===== src/hw/rtl/cbrm_pkg.sv =====
// shared codes, field widths and payload types for the bus-off recovery monitor
`timescale 1ns / 1ps

package cbrm_pkg;

    // operation selector carried on the input tuser
    localparam logic [1:0] OP_UPDATE      = 2'd0;
    localparam logic [1:0] OP_TRIGGER     = 2'd1;
    localparam logic [1:0] OP_CLEAR_STATS = 2'd2;

    // controller bus states
    localparam logic [1:0] BUS_ACTIVE  = 2'd0;
    localparam logic [1:0] BUS_WARNING = 2'd1;
    localparam logic [1:0] BUS_PASSIVE = 2'd2;
    localparam logic [1:0] BUS_OFF     = 2'd3;

    // register indexes, byte address is 4 * index
    localparam int unsigned REG_IDX_BITS = 3;
    localparam logic [REG_IDX_BITS-1:0] REG_USE_FINE   = 3'd0;
    localparam logic [REG_IDX_BITS-1:0] REG_BASE_DELAY = 3'd1;
    localparam logic [REG_IDX_BITS-1:0] REG_FINE_DELAY = 3'd2;
    localparam logic [REG_IDX_BITS-1:0] REG_STABLE_RUN = 3'd3;
    localparam logic [REG_IDX_BITS-1:0] REG_AUTO_ON    = 3'd4;
    localparam logic [REG_IDX_BITS-1:0] REG_ATT_LIMIT  = 3'd5;
    localparam logic [REG_IDX_BITS-1:0] REG_CNT_PRES   = 3'd6;

    localparam int unsigned ADDR_BITS = REG_IDX_BITS + 2;

    localparam logic [7:0] ATTEMPT_MAX = 8'hff;

    localparam int unsigned IN_TDATA_BITS  = 88;
    localparam int unsigned OUT_TDATA_BITS = 160;

    // input payload, highest field first
    typedef struct packed {
        logic [31:0] fine_tick;
        logic [31:0] base_tick;
        logic [7:0]  rx_error_count;
        logic [7:0]  tx_error_count;
        logic [1:0]  bus_state;
    } t_in_item;

    // result payload, highest field first
    typedef struct packed {
        logic [31:0] bus_off_total_time;
        logic [31:0] passive_entries;
        logic [31:0] warning_entries;
        logic [31:0] bus_off_entries;
        logic [7:0]  peak_rx_errors;
        logic [7:0]  peak_tx_errors;
        logic        recovery_failed;
        logic [7:0]  attempt_count;
        logic        request_recovery;
        logic        state_changed;
        logic [1:0]  held_state;
        logic        status;
    } t_out_item;

endpackage


===== src/hw/rtl/can_bus_off_recovery_monitor_top.sv =====
// top level of the can bus-off recovery monitor: config port, item pipeline, state update
`timescale 1ns / 1ps

// an input transfer goes to the input register, its result to the result register
// throughput: one item per cycle unless the master side stalls, an input register feeds
//   one step of update logic writing monitor state and result register at the same edge
// backpressure on the master side stalls both registers, no item is dropped
// reset (synchronous, active low) clears config registers, monitor state and valids

module can_bus_off_recovery_monitor_top #(
    parameter int unsigned TICK_BITS = 32
) (
    input  logic                                i_clk,
    input  logic                                i_rst_n,
    // slave side
    input  logic                                s_axis_tvalid,
    output logic                                s_axis_tready,
    // bus_state[1:0], tx_error_count[9:2], rx_error_count[17:10],
    // base_tick[49:18], fine_tick[81:50], zero fill [87:82]
    input  logic [cbrm_pkg::IN_TDATA_BITS-1:0]  s_axis_tdata,
    // op[1:0]
    input  logic [1:0]                          s_axis_tuser,
    // master side
    output logic                                m_axis_tvalid,
    input  logic                                m_axis_tready,
    // status[0], held_state[2:1], state_changed[3], request_recovery[4],
    // attempt_count[12:5], recovery_failed[13], peak_tx_errors[21:14],
    // peak_rx_errors[29:22], bus_off_entries[61:30], warning_entries[93:62],
    // passive_entries[125:94], bus_off_total_time[157:126], zero fill [159:158]
    output logic [cbrm_pkg::OUT_TDATA_BITS-1:0] m_axis_tdata,
    // config port
    input  logic                                psel,
    input  logic                                penable,
    input  logic                                pwrite,
    input  logic [cbrm_pkg::ADDR_BITS-1:0]      paddr,
    input  logic [31:0]                         pwdata,
    output logic [31:0]                         prdata,
    output logic                                pready
);
    import cbrm_pkg::*;

    localparam int unsigned TW = TICK_BITS;

    // config registers
    logic        r_use_fine;
    logic [31:0] r_base_delay;
    logic [31:0] r_fine_delay;
    logic [31:0] r_stable_run;
    logic        r_auto_on;
    logic [7:0]  r_att_limit;
    logic        r_cnt_pres;

    logic                    w_cfg_wr;
    logic [REG_IDX_BITS-1:0] w_cfg_idx;

    assign pready    = 1'b1;
    assign w_cfg_wr  = psel && penable && pwrite && pready;
    assign w_cfg_idx = paddr[ADDR_BITS-1:2];

    always_ff @(posedge i_clk) begin
        if (!i_rst_n) begin
            r_use_fine   <= 1'b0;
            r_base_delay <= '0;
            r_fine_delay <= '0;
            r_stable_run <= '0;
            r_auto_on    <= 1'b0;
            r_att_limit  <= '0;
            r_cnt_pres   <= 1'b0;
        end else if (w_cfg_wr) begin
            unique case (w_cfg_idx)
                REG_USE_FINE:   r_use_fine   <= pwdata[0];
                REG_BASE_DELAY: r_base_delay <= pwdata;
                REG_FINE_DELAY: r_fine_delay <= pwdata;
                REG_STABLE_RUN: r_stable_run <= pwdata;
                REG_AUTO_ON:    r_auto_on    <= pwdata[0];
                REG_ATT_LIMIT:  r_att_limit  <= pwdata[7:0];
                REG_CNT_PRES:   r_cnt_pres   <= pwdata[0];
                default: ;
            endcase
        end
    end

    always_comb begin
        unique case (w_cfg_idx)
            REG_USE_FINE:   prdata = {31'd0, r_use_fine};
            REG_BASE_DELAY: prdata = r_base_delay;
            REG_FINE_DELAY: prdata = r_fine_delay;
            REG_STABLE_RUN: prdata = r_stable_run;
            REG_AUTO_ON:    prdata = {31'd0, r_auto_on};
            REG_ATT_LIMIT:  prdata = {24'd0, r_att_limit};
            REG_CNT_PRES:   prdata = {31'd0, r_cnt_pres};
            default:        prdata = '0;
        endcase
    end

    // two-register pipeline: input register, then result register
    logic      r_in_vld;
    t_in_item  r_in;
    logic [1:0] r_in_op;
    logic      r_out_vld;
    t_out_item r_out;
    logic      w_out_free;
    logic      w_advance;

    assign w_out_free    = !r_out_vld || m_axis_tready;
    assign w_advance     = r_in_vld && w_out_free;
    assign s_axis_tready = !r_in_vld || w_out_free;
    assign m_axis_tvalid = r_out_vld;
    assign m_axis_tdata  = {{(OUT_TDATA_BITS - $bits(t_out_item)){1'b0}}, r_out};

    always_ff @(posedge i_clk) begin
        if (!i_rst_n) begin
            r_in_vld  <= 1'b0;
            r_out_vld <= 1'b0;
        end else begin
            if (s_axis_tready) r_in_vld <= s_axis_tvalid;
            if (w_out_free)    r_out_vld <= r_in_vld;
        end
    end

    always_ff @(posedge i_clk) begin
        if (s_axis_tready && s_axis_tvalid) begin
            r_in    <= t_in_item'(s_axis_tdata[$bits(t_in_item)-1:0]);
            r_in_op <= s_axis_tuser;
        end
    end

    // monitor state
    logic [1:0]    r_state;
    logic [7:0]    r_peak_tx;
    logic [7:0]    r_peak_rx;
    logic [31:0]   r_off_cnt;
    logic [31:0]   r_warn_cnt;
    logic [31:0]   r_pass_cnt;
    logic [31:0]   r_off_sum;
    logic [TW-1:0] r_off_entry;
    logic [TW-1:0] r_retry_tick;
    logic [TW-1:0] r_retry_fine;
    logic [TW-1:0] r_grace_start;
    logic [TW-1:0] r_last_rec;
    logic          r_grace;
    logic [7:0]    r_attempts;

    logic [1:0]    n_state;
    logic [7:0]    n_peak_tx;
    logic [7:0]    n_peak_rx;
    logic [31:0]   n_off_cnt;
    logic [31:0]   n_warn_cnt;
    logic [31:0]   n_pass_cnt;
    logic [31:0]   n_off_sum;
    logic [TW-1:0] n_off_entry;
    logic [TW-1:0] n_retry_tick;
    logic [TW-1:0] n_retry_fine;
    logic [TW-1:0] n_grace_start;
    logic [TW-1:0] n_last_rec;
    logic          n_grace;
    logic [7:0]    n_attempts;
    t_out_item     n_out;

    // ticks brought to the timebase width: truncated or zero-extended
    logic [63:0]   w_now64;
    logic [63:0]   w_fnow64;
    logic [TW-1:0] w_now;
    logic [TW-1:0] w_fnow;

    assign w_now64  = {32'd0, r_in.base_tick};
    assign w_fnow64 = {32'd0, r_in.fine_tick};
    assign w_now    = w_now64[TW-1:0];
    assign w_fnow   = w_fnow64[TW-1:0];

    logic [TW-1:0] w_el_entry;
    logic [TW-1:0] w_el_grace;
    logic [TW-1:0] w_el_retry;
    logic [TW-1:0] w_el_fine;
    logic [TW-1:0] w_el_rec;
    logic          w_due;

    always_comb begin
        n_state       = r_state;
        n_peak_tx     = r_peak_tx;
        n_peak_rx     = r_peak_rx;
        n_off_cnt     = r_off_cnt;
        n_warn_cnt    = r_warn_cnt;
        n_pass_cnt    = r_pass_cnt;
        n_off_sum     = r_off_sum;
        n_off_entry   = r_off_entry;
        n_retry_tick  = r_retry_tick;
        n_retry_fine  = r_retry_fine;
        n_grace_start = r_grace_start;
        n_last_rec    = r_last_rec;
        n_grace       = r_grace;
        n_attempts    = r_attempts;
        n_out         = '0;
        w_el_entry    = w_now - r_off_entry;
        w_el_grace    = w_now - r_grace_start;
        w_el_retry    = '0;
        w_el_fine     = '0;
        w_el_rec      = '0;
        w_due         = 1'b0;

        unique case (r_in_op)
            OP_UPDATE: begin
                if (r_cnt_pres) begin
                    if (r_in.tx_error_count > r_peak_tx) n_peak_tx = r_in.tx_error_count;
                    if (r_in.rx_error_count > r_peak_rx) n_peak_rx = r_in.rx_error_count;
                end
                if (r_in.bus_state != r_state) begin
                    n_out.state_changed = 1'b1;
                    n_state = r_in.bus_state;
                    unique case (r_in.bus_state)
                        BUS_OFF: begin
                            n_off_cnt    = r_off_cnt + 32'd1;
                            n_off_entry  = w_now;
                            n_retry_tick = w_now;
                            n_retry_fine = w_fnow;
                            if (!r_grace) n_attempts = '0;
                        end
                        BUS_WARNING: n_warn_cnt = r_warn_cnt + 32'd1;
                        BUS_PASSIVE: n_pass_cnt = r_pass_cnt + 32'd1;
                        default: begin
                            // leaving bus-off straight to active counts as a recovery
                            if (r_state == BUS_OFF) begin
                                n_off_sum  = r_off_sum + 32'(64'(w_el_entry));
                                n_last_rec = w_now;
                                n_grace    = 1'b0;
                            end
                        end
                    endcase
                end
                if (r_in.bus_state == BUS_OFF) begin
                    w_el_retry = w_now - n_retry_tick;
                    w_el_fine  = w_fnow - n_retry_fine;
                    w_due = r_use_fine ? (64'(w_el_fine) >= 64'(r_fine_delay))
                                       : (64'(w_el_retry) >= 64'(r_base_delay));
                    if (n_grace) begin
                        if (64'(w_el_grace) >= 64'(r_stable_run)) begin
                            n_grace      = 1'b0;
                            n_retry_tick = w_now;
                            n_retry_fine = w_fnow;
                            n_attempts   = 8'd1;
                            n_out.request_recovery = 1'b1;
                        end
                    end else if (r_auto_on && w_due) begin
                        if (r_att_limit == '0 || n_attempts < r_att_limit) begin
                            if (n_attempts != ATTEMPT_MAX) n_attempts = n_attempts + 8'd1;
                            n_out.request_recovery = 1'b1;
                            n_retry_tick = w_now;
                            n_retry_fine = w_fnow;
                        end else begin
                            n_out.recovery_failed = 1'b1;
                            n_grace       = 1'b1;
                            n_grace_start = w_now;
                        end
                    end
                end
                // stable active run clears the attempt series
                if (r_in.bus_state == BUS_ACTIVE && n_attempts != '0) begin
                    w_el_rec = w_now - n_last_rec;
                    if (64'(w_el_rec) >= 64'(r_stable_run)) n_attempts = '0;
                end
            end
            OP_TRIGGER: begin
                if (r_state != BUS_OFF) begin
                    n_out.status = 1'b1;
                end else begin
                    n_grace      = 1'b0;
                    n_retry_tick = w_now;
                    n_retry_fine = w_fnow;
                    n_attempts   = 8'd1;
                    n_out.request_recovery = 1'b1;
                end
            end
            OP_CLEAR_STATS: begin
                n_peak_tx  = r_cnt_pres ? r_in.tx_error_count : 8'd0;
                n_peak_rx  = r_cnt_pres ? r_in.rx_error_count : 8'd0;
                n_off_cnt  = '0;
                n_warn_cnt = '0;
                n_pass_cnt = '0;
                n_off_sum  = '0;
            end
            default: ;
        endcase

        n_out.held_state         = n_state;
        n_out.attempt_count      = n_attempts;
        n_out.peak_tx_errors     = n_peak_tx;
        n_out.peak_rx_errors     = n_peak_rx;
        n_out.bus_off_entries    = n_off_cnt;
        n_out.warning_entries    = n_warn_cnt;
        n_out.passive_entries    = n_pass_cnt;
        n_out.bus_off_total_time = n_off_sum;
    end

    always_ff @(posedge i_clk) begin
        if (!i_rst_n) begin
            r_state       <= BUS_ACTIVE;
            r_peak_tx     <= '0;
            r_peak_rx     <= '0;
            r_off_cnt     <= '0;
            r_warn_cnt    <= '0;
            r_pass_cnt    <= '0;
            r_off_sum     <= '0;
            r_off_entry   <= '0;
            r_retry_tick  <= '0;
            r_retry_fine  <= '0;
            r_grace_start <= '0;
            r_last_rec    <= '0;
            r_grace       <= 1'b0;
            r_attempts    <= '0;
        end else if (w_advance) begin
            r_state       <= n_state;
            r_peak_tx     <= n_peak_tx;
            r_peak_rx     <= n_peak_rx;
            r_off_cnt     <= n_off_cnt;
            r_warn_cnt    <= n_warn_cnt;
            r_pass_cnt    <= n_pass_cnt;
            r_off_sum     <= n_off_sum;
            r_off_entry   <= n_off_entry;
            r_retry_tick  <= n_retry_tick;
            r_retry_fine  <= n_retry_fine;
            r_grace_start <= n_grace_start;
            r_last_rec    <= n_last_rec;
            r_grace       <= n_grace;
            r_attempts    <= n_attempts;
        end
    end

    always_ff @(posedge i_clk) begin
        if (w_advance) r_out <= n_out;
    end

`ifndef SYNTH
    // a processed item always lands in the result register
    a_advance_fills_out: assert property (@(posedge i_clk) disable iff (!i_rst_n)
        w_advance |=> r_out_vld)
        else $error("processed item did not reach the result register");

    // a refused trigger never asks for recovery
    a_refuse_no_request: assert property (@(posedge i_clk) disable iff (!i_rst_n)
        r_out_vld |-> !(r_out.status && r_out.request_recovery))
        else $error("refused trigger with recovery request");

    // the grace period only starts while in bus-off and without a request
    a_fail_in_bus_off: assert property (@(posedge i_clk) disable iff (!i_rst_n)
        (r_out_vld && r_out.recovery_failed) |->
            (r_out.held_state == BUS_OFF && !r_out.request_recovery && r_grace))
        else $error("recovery failure outside bus-off");

    // monitor state holds while the master side stalls
    a_stall_holds_state: assert property (@(posedge i_clk) disable iff (!i_rst_n)
        (r_out_vld && !m_axis_tready) |=> $stable(r_state) && $stable(r_attempts))
        else $error("monitor state moved during output stall");
`endif

endmodule


===== config.mk =====
export PLATFORM = sky130hd
export DESIGN_NAME = can_bus_off_recovery_monitor_top
export DESIGN_NICKNAME = d
export VERILOG_FILES = /design/src/hw/rtl/cbrm_pkg.sv /design/src/hw/rtl/can_bus_off_recovery_monitor_top.sv
export SDC_FILE = /design/constraint.sdc
export NUM_CORES = 2
export LEC_CHECK = 0
export BUFFER_PORTS_ARGS = -buffer_cell sky130_fd_sc_hd__clkbuf_2
export CAP_MARGIN = 10
export CORE_MARGIN = 5
export CORE_UTILIZATION = 55
export DETAILED_ROUTE_END_ITERATION = 10
export PLACE_DENSITY = 0.73
export SYNTH_ARGS = -nofsm -noshare
export SYNTH_HDL_FRONTEND = slang
export SYNTH_SLANG_ARGS = --single-unit

===== constraint.sdc =====
create_clock -name i_clk -period 11.28 [get_ports i_clk]
set_clock_uncertainty 0.05 [all_clocks]
set_input_delay 2.256 -clock i_clk [delete_from_list [all_inputs] [get_ports i_clk]]
set_output_delay 2.256 -clock i_clk [all_outputs]
set_load 0.005 [all_outputs]

Word-level counts from Yosys, hierarchy flattened. Index checks and enable logic that the tools add are counted.

Output and inout bits: 195. Register bits: 666. Word-level logic and storage cells: 192.

Multiplexer cells: 84. Magnitude comparators: 7. Reduce and logical (&&, ||, !) cells: 30. Add/subtract/negate cells: 10. Equality and inequality tests: 16. Bitwise operators: 4.

Operators by type and width (number): two-way mux 32 bit (31); one-hot mux 32 bit (2 select lines) (6); one-hot mux 32 bit (7 select lines) (1); two-way mux 8 bit (20); subtractor 32 bit (5); greater-or-equal comparator 32 bit (4); adder 32 x 1 -> 32 bit, second input constant (3); one-hot mux 8 bit (2 select lines) (3); adder 32 bit (1); two-way mux 1 bit (19); > comparator 8 bit (2); AND reduction 2 bit (8); == test 3 bit, second input constant (3); adder 8 x 1 -> 8 bit, second input constant (1); == test 2 bit, second input constant (4); logical NOT 8 bit (1); < comparator 8 bit (1); inequality test 8 bit, second input constant (1); nonzero test 8 bit (1); == test 3 x 2 -> 1 bit, second input constant (2); logical AND 1 bit (6); AND reduction 6 bit (1); OR reduction 3 bit (2); == test 2 x 1 -> 1 bit, second input constant (2); 13 further kinds (23).

Depth between registers and ports, before layout.
Depth in word-level cells: 16. Mapped depth: 34.

Least setup slack after synthesis. Ideal clock, no wire load.

Kind: in2reg. From: input port m_axis_tready. To: register r_out, in the netlist m_axis_tdata[0] (enable). Setup slack: 3247 ps. Arrival: 7400 ps. Setup time: 583 ps. Data required time: 10647 ps. Stages: 6. Cell sequence: nor2b_1 nand2b_1 clkbuf_1 inv_2 clkbuf_1 clkbuf_1.

Word-level cells in the longest chain between the ends: 2.

RTL lines: from (decl) (line can_bus_off_recovery_monitor_top.sv:25) `input logic m_axis_tready,`; logical OR 1 bit (line can_bus_off_recovery_monitor_top.sv:105) `assign w_out_free = !r_out_vld || m_axis_tready;`; logical AND 1 bit (line can_bus_off_recovery_monitor_top.sv:106) `assign w_advance = r_in_vld && w_out_free;`; via w_advance (line can_bus_off_recovery_monitor_top.sv:103) `logic w_advance;`; to (signal assigned) (line can_bus_off_recovery_monitor_top.sv:329) `if (w_advance) r_out <= n_out;`; to (decl) (line can_bus_off_recovery_monitor_top.sv:101) `t_out_item r_out;`.

The timed path passes the listed nets, and every way through them passes these cells. A chain may end at the register's enable or synchronous reset.

Worst setup path in the final report.
From: register r_in[1] (netlist name). To: register r_retry_fine[14].

Word-level cells in the longest chain between the ends: 12.

RTL lines: from (decl) (line can_bus_off_recovery_monitor_top.sv:98) `t_in_item r_in;`; from (signal assigned) (line can_bus_off_recovery_monitor_top.sv:123) `r_in <= t_in_item'(s_axis_tdata[$bits(t_in_item)-1:0]);`; == test 2 bit (line can_bus_off_recovery_monitor_top.sv:210, can_bus_off_recovery_monitor_top.sv:230); two-way mux 32 bit (line can_bus_off_recovery_monitor_top.sv:210) `unique case (r_in.bus_state)`; two-way mux 32 bit (line can_bus_off_recovery_monitor_top.sv:207) `if (r_in.bus_state != r_state) begin`; two-way mux 32 bit (line can_bus_off_recovery_monitor_top.sv:201) `unique case (r_in_op)`; subtractor 32 bit, on equally long branches (line can_bus_off_recovery_monitor_top.sv:231, can_bus_off_recovery_monitor_top.sv:232); greater-or-equal comparator 32 bit, on equally long branches (line can_bus_off_recovery_monitor_top.sv:234, can_bus_off_recovery_monitor_top.sv:233); two-way mux 1 bit (line can_bus_off_recovery_monitor_top.sv:233) `w_due = r_use_fine ? (64'(w_el_fine) >= 64'(r_fine_delay))`; logical AND 1 bit (line can_bus_off_recovery_monitor_top.sv:243) `end else if (r_auto_on && w_due) begin`; two-way mux 32 bit (line can_bus_off_recovery_monitor_top.sv:243); two-way mux 32 bit (line can_bus_off_recovery_monitor_top.sv:235) `if (n_grace) begin`; two-way mux 32 bit * (line can_bus_off_recovery_monitor_top.sv:230) `if (r_in.bus_state == BUS_OFF) begin`; one-hot mux 32 bit (2 select lines) * (line can_bus_off_recovery_monitor_top.sv:201); to (signal assigned) (line can_bus_off_recovery_monitor_top.sv:320) `r_retry_fine <= n_retry_fine;`; to (decl) (line can_bus_off_recovery_monitor_top.sv:138) `logic [TW-1:0] r_retry_fine;`.

Every way passes the cells marked *; elsewhere a longest branch is shown, timed or not. The select of a mux whose other input is x is not followed.

==> flow_metrics.tcl <==
set metrics [dict create \
    first_iter_violations 2382 \
    synth_top_area_cell "dfxtp_1" \
    critPathBufInv 4 \
    synth_top_area_share_pct 20.8 \
    post_cts_buffers 0 \
    crit_required_ns 11.77 \
    detail_route.first_pass.iterations 7 \
    cts.sinks 666 \
    grt-ovfl-total 0 \
    max-vdd-ir-drop_mv 0.124 \
    port-buffer-count 317 \
    worstHoldPathType "reg2reg" \
    holdBufCountCts 0 \
    hold_depth 2 \
    gp_congestion 0.915 \
    row_count 100 \
    yosysMostFrequentCell "nand2_1" \
    clockRootBuffer "clkbuf_16" \
    post-place-cells 5788 \
    cp_top_family "compound AO/OA/AOI/OAI gates" \
    crit_path_end_kind "flip-flop" \
    io_pins 329 \
    die_w_um 283 \
    clk_pin_slew_worst_paths_ns 0.06 \
    reg2reg_from "r_in[1]" \
    final_hold_viol_count 0 \
    remaining_drc_errors 0 \
    grt_pass1_wl_um 168000 \
    finalMaxSlewViolations 0 \
    die_y_um 283 \
    grt_max_degree 261 \
    drive_above_1_share_pct 10.7 \
    internal_power_mw 4.40 \
    p_sw_mw 1.72 \
    finalNonFillerCells 5930 \
    wl_per_cell_um 18.0 \
    insertion_delay_ns 0.64 \
    p_seq_share_pct 42.7 \
    vias 33500 \
    async_flop_share_pct 0 \
    r2r_slack_ns 2.60 \
    arrival_ns 9.17 \
    p_clk_share_pct 40.4 \
    core_um2 74100 \
    syn_area_um2 40900 \
    finalNetCount 5366 \
    synth.ff_latch_count 666 \
    maxCapViolations 0 \
    synth_edf_count 242 \
    synth_common_cells "862 x nand2_1, 424 x dfxtp_1, 330 x inv_1" \
    clk_path_buf_depth 3 \
    hpwl_um 78400 \
    max_slew_margin_pct 21.5 \
    startpoint_type "flip-flop" \
    cts_resized 0 \
    area.growth.synth_to_final_pct 11.7 \
    die-area_um2 79900 \
    crit_path_frequent_cell "buf_4" \
    power.density_nw_per_um2 134 \
    status "completed" \
    viasPerCell 5.65 \
    min_from "r_retry_fine[29]" \
    p_comb_share_pct 16.8 \
    swShare_pct 28.0 \
    wirelength_um 107000 \
    hold_end "r_retry_fine[29]" \
    ys_seq_area_share_pct 38.5 \
    reg2regPathDepth 27 \
    synthFlopType "dfxtp_1" \
    min_period_over_period_pct 76.9 \
    p_leak_nw 18.0 \
    avgSynthCellArea_um2 8.74 \
    design_area_um2 45700 \
    setup_viol 0 \
    numCtsBuffers 75 \
    synth_area_leaders "dfxtp_1 21%, edfxtp_1 18%, ha_1 9.2%" \
    cpMaxStageDelayCell "nor2_4" \
    period_minus_slack_ns 8.68 \
    grt_usage_pct 26.0 \
    fmax_ghz 0.115 \
    worst_pin_slew_ns 1.17 \
    setup_tns_ns 0 \
    syn_inst 4679 \
    htreeDepth 3 \
    antenna_found_initial 4 \
    rsz0062_at_grt "false" \
    dpl_cell_area_um2 43100 \
    cts_tree "done" \
    crit_type "reg2reg" \
    critPathMaxFanout 33 \
    grt_pass1_vias 31200 \
    p_total_mw 6.12 \
    cpPeakStageDelay_ns 0.73 \
    antenna_left 0 \
    yosys.cell_types.count 103 \
    rr_endpoint "r_retry_fine[14]" \
    yosysWarningCount 0 \
    start_util_pct 55.2 \
]
## routing by layer
metal	part of all wire, %	track usage (%)	vias up
li1	-	-	16700
met1	45	35.1	15700
met4	3.4	8.26	4
met3	5.5	3.89	190
met2	47	43.2	859
met5	0.022	0	-
## flip-flops by register name, summed over array words and instances, names as in the netlist, 8 cells and up
name	cells
r_base_delay	32
r_fine_delay	32
r_warn_cnt	32
r_peak_rx	8
m_axis_tdata	158
r_retry_tick	32
r_attempts	8
r_pass_cnt	32
r_grace_start	32
w_fnow	32
r_retry_fine	32
r_peak_tx	8
r_off_cnt	32
r_in	18
r_stable_run	32
r_att_limit	8
r_off_sum	32
r_last_rec	32
r_off_entry	32
w_now	32
## tightest hold or removal path: cells and delay by family, from the launching register on
kind / cells / cell delay, ns
DFF: 1 / 0.30
and+or+nand+nor: 1 / 0.05
muxes: 1 / 0.05
## power groups by stage
stage	combinational (mW)	sequential (mW)	clock (mW)
2_1_floorplan	0.742	2.65	0
3_3_place_gp	0.997	2.66	0
3_5_place_dp	1.02	2.67	0
4_1_cts	1.03	2.61	2.52
5_1_grt	1.15	2.62	2.62
6_report	1.03	2.62	2.47
## cells in the final DEF, fill, tap and decap left out, types with 24 or more instances in the layout
| cell type | netlist | routed |
|---|---|---|
| nand2_1 | 862 | 860 |
| dfxtp_1 | 424 | 424 |
| inv_1 | 330 | 330 |
| nor2_1 | 320 | 317 |
| clkbuf_2 | 0 | 316 |
| ha_1 | 301 | 301 |
| edfxtp_1 | 242 | 242 |
| a21boi_0 | 233 | 233 |
| a21oi_1 | 211 | 210 |
| o21ai_0 | 189 | 189 |
| mux2i_1 | 173 | 173 |
| xnor2_1 | 115 | 115 |
| nor2b_1 | 111 | 109 |
| xor2_1 | 103 | 103 |
| a21o_1 | 102 | 102 |
| clkbuf_16 | 0 | 78 |
| nand3_1 | 76 | 76 |
| nor3_1 | 48 | 48 |
| nand2b_1 | 44 | 43 |
| nand4_1 | 43 | 43 |
| o211a_1 | 38 | 38 |
| a22o_1 | 37 | 37 |
| a22oi_1 | 36 | 36 |
| fa_1 | 33 | 33 |
| buf_4 | 5 | 32 |
| and3_1 | 31 | 31 |
| o21a_1 | 30 | 30 |
| nor3b_1 | 27 | 27 |
| and2_1 | 26 | 24 |
## final cells by class
| cell class | instances | area (µm²) |
|---|---|---|
| fill | 6462 | 28400 |
| multi-input combinational | 3473 | 23100 |
| sequential | 666 | 15800 |
| clock buffer | 98 | 2100 |
| timing repair buffer | 351 | 1880 |
| inverter | 331 | 1250 |
| tap | 969 | 1210 |
| clock inverter | 40 | 415 |
| antenna | 2 | 5.00 |
## per-stage QoR
stage               hold WS [ns]  util (%)  setup WS, ns
finish                     0.402      61.7          2.60
global route               0.418      61.7          2.15
CTS                        0.406      61.6          2.74
detailed placement         0.397      58.2          2.81
global placement           0.391      58.2          2.97
floorplan                  0.384         -          3.25
## cell families (layout without fill, tap and decap cells)
kind of cell / Yosys count / count (layout) / synth area share [%]
and+or+nand+nor: 1666 / 1666 / 18.3
AOI/OAI and AO/OA: 1076 / 1076 / 18.1
DFF: 666 / 666 / 38.5
buffers and inverters: 541 / 820 / 5.21
adders and majority gates: 335 / 335 / 10.9
xor gates and xnor gates: 218 / 218 / 4.67
muxes: 175 / 175 / 4.32
other: 2 / 5 / 0.0184
## how the worst max path moves through the flow
| stage | start | end | slack, ns | cells after the start |
|---|---|---|---|---|
| 6_report | r_in[1] | r_retry_fine[14] | 2.60 | 27 |
| 5_1_grt | r_in[1] | r_retry_fine[14] | 2.15 | 26 |
| 4_1_cts | r_in[1] | r_retry_fine[14] | 2.74 | 27 |
| 3_5_place_dp | r_in[1] | r_retry_fine[7] | 2.81 | 27 |
| 3_3_place_gp | r_in[1] | r_retry_fine[25] | 2.97 | 28 |
| 2_1_floorplan | m_axis_tready | m_axis_tdata[0] | 3.25 | 6 |
No activity file was read; power rests on OpenSTA's default activity.
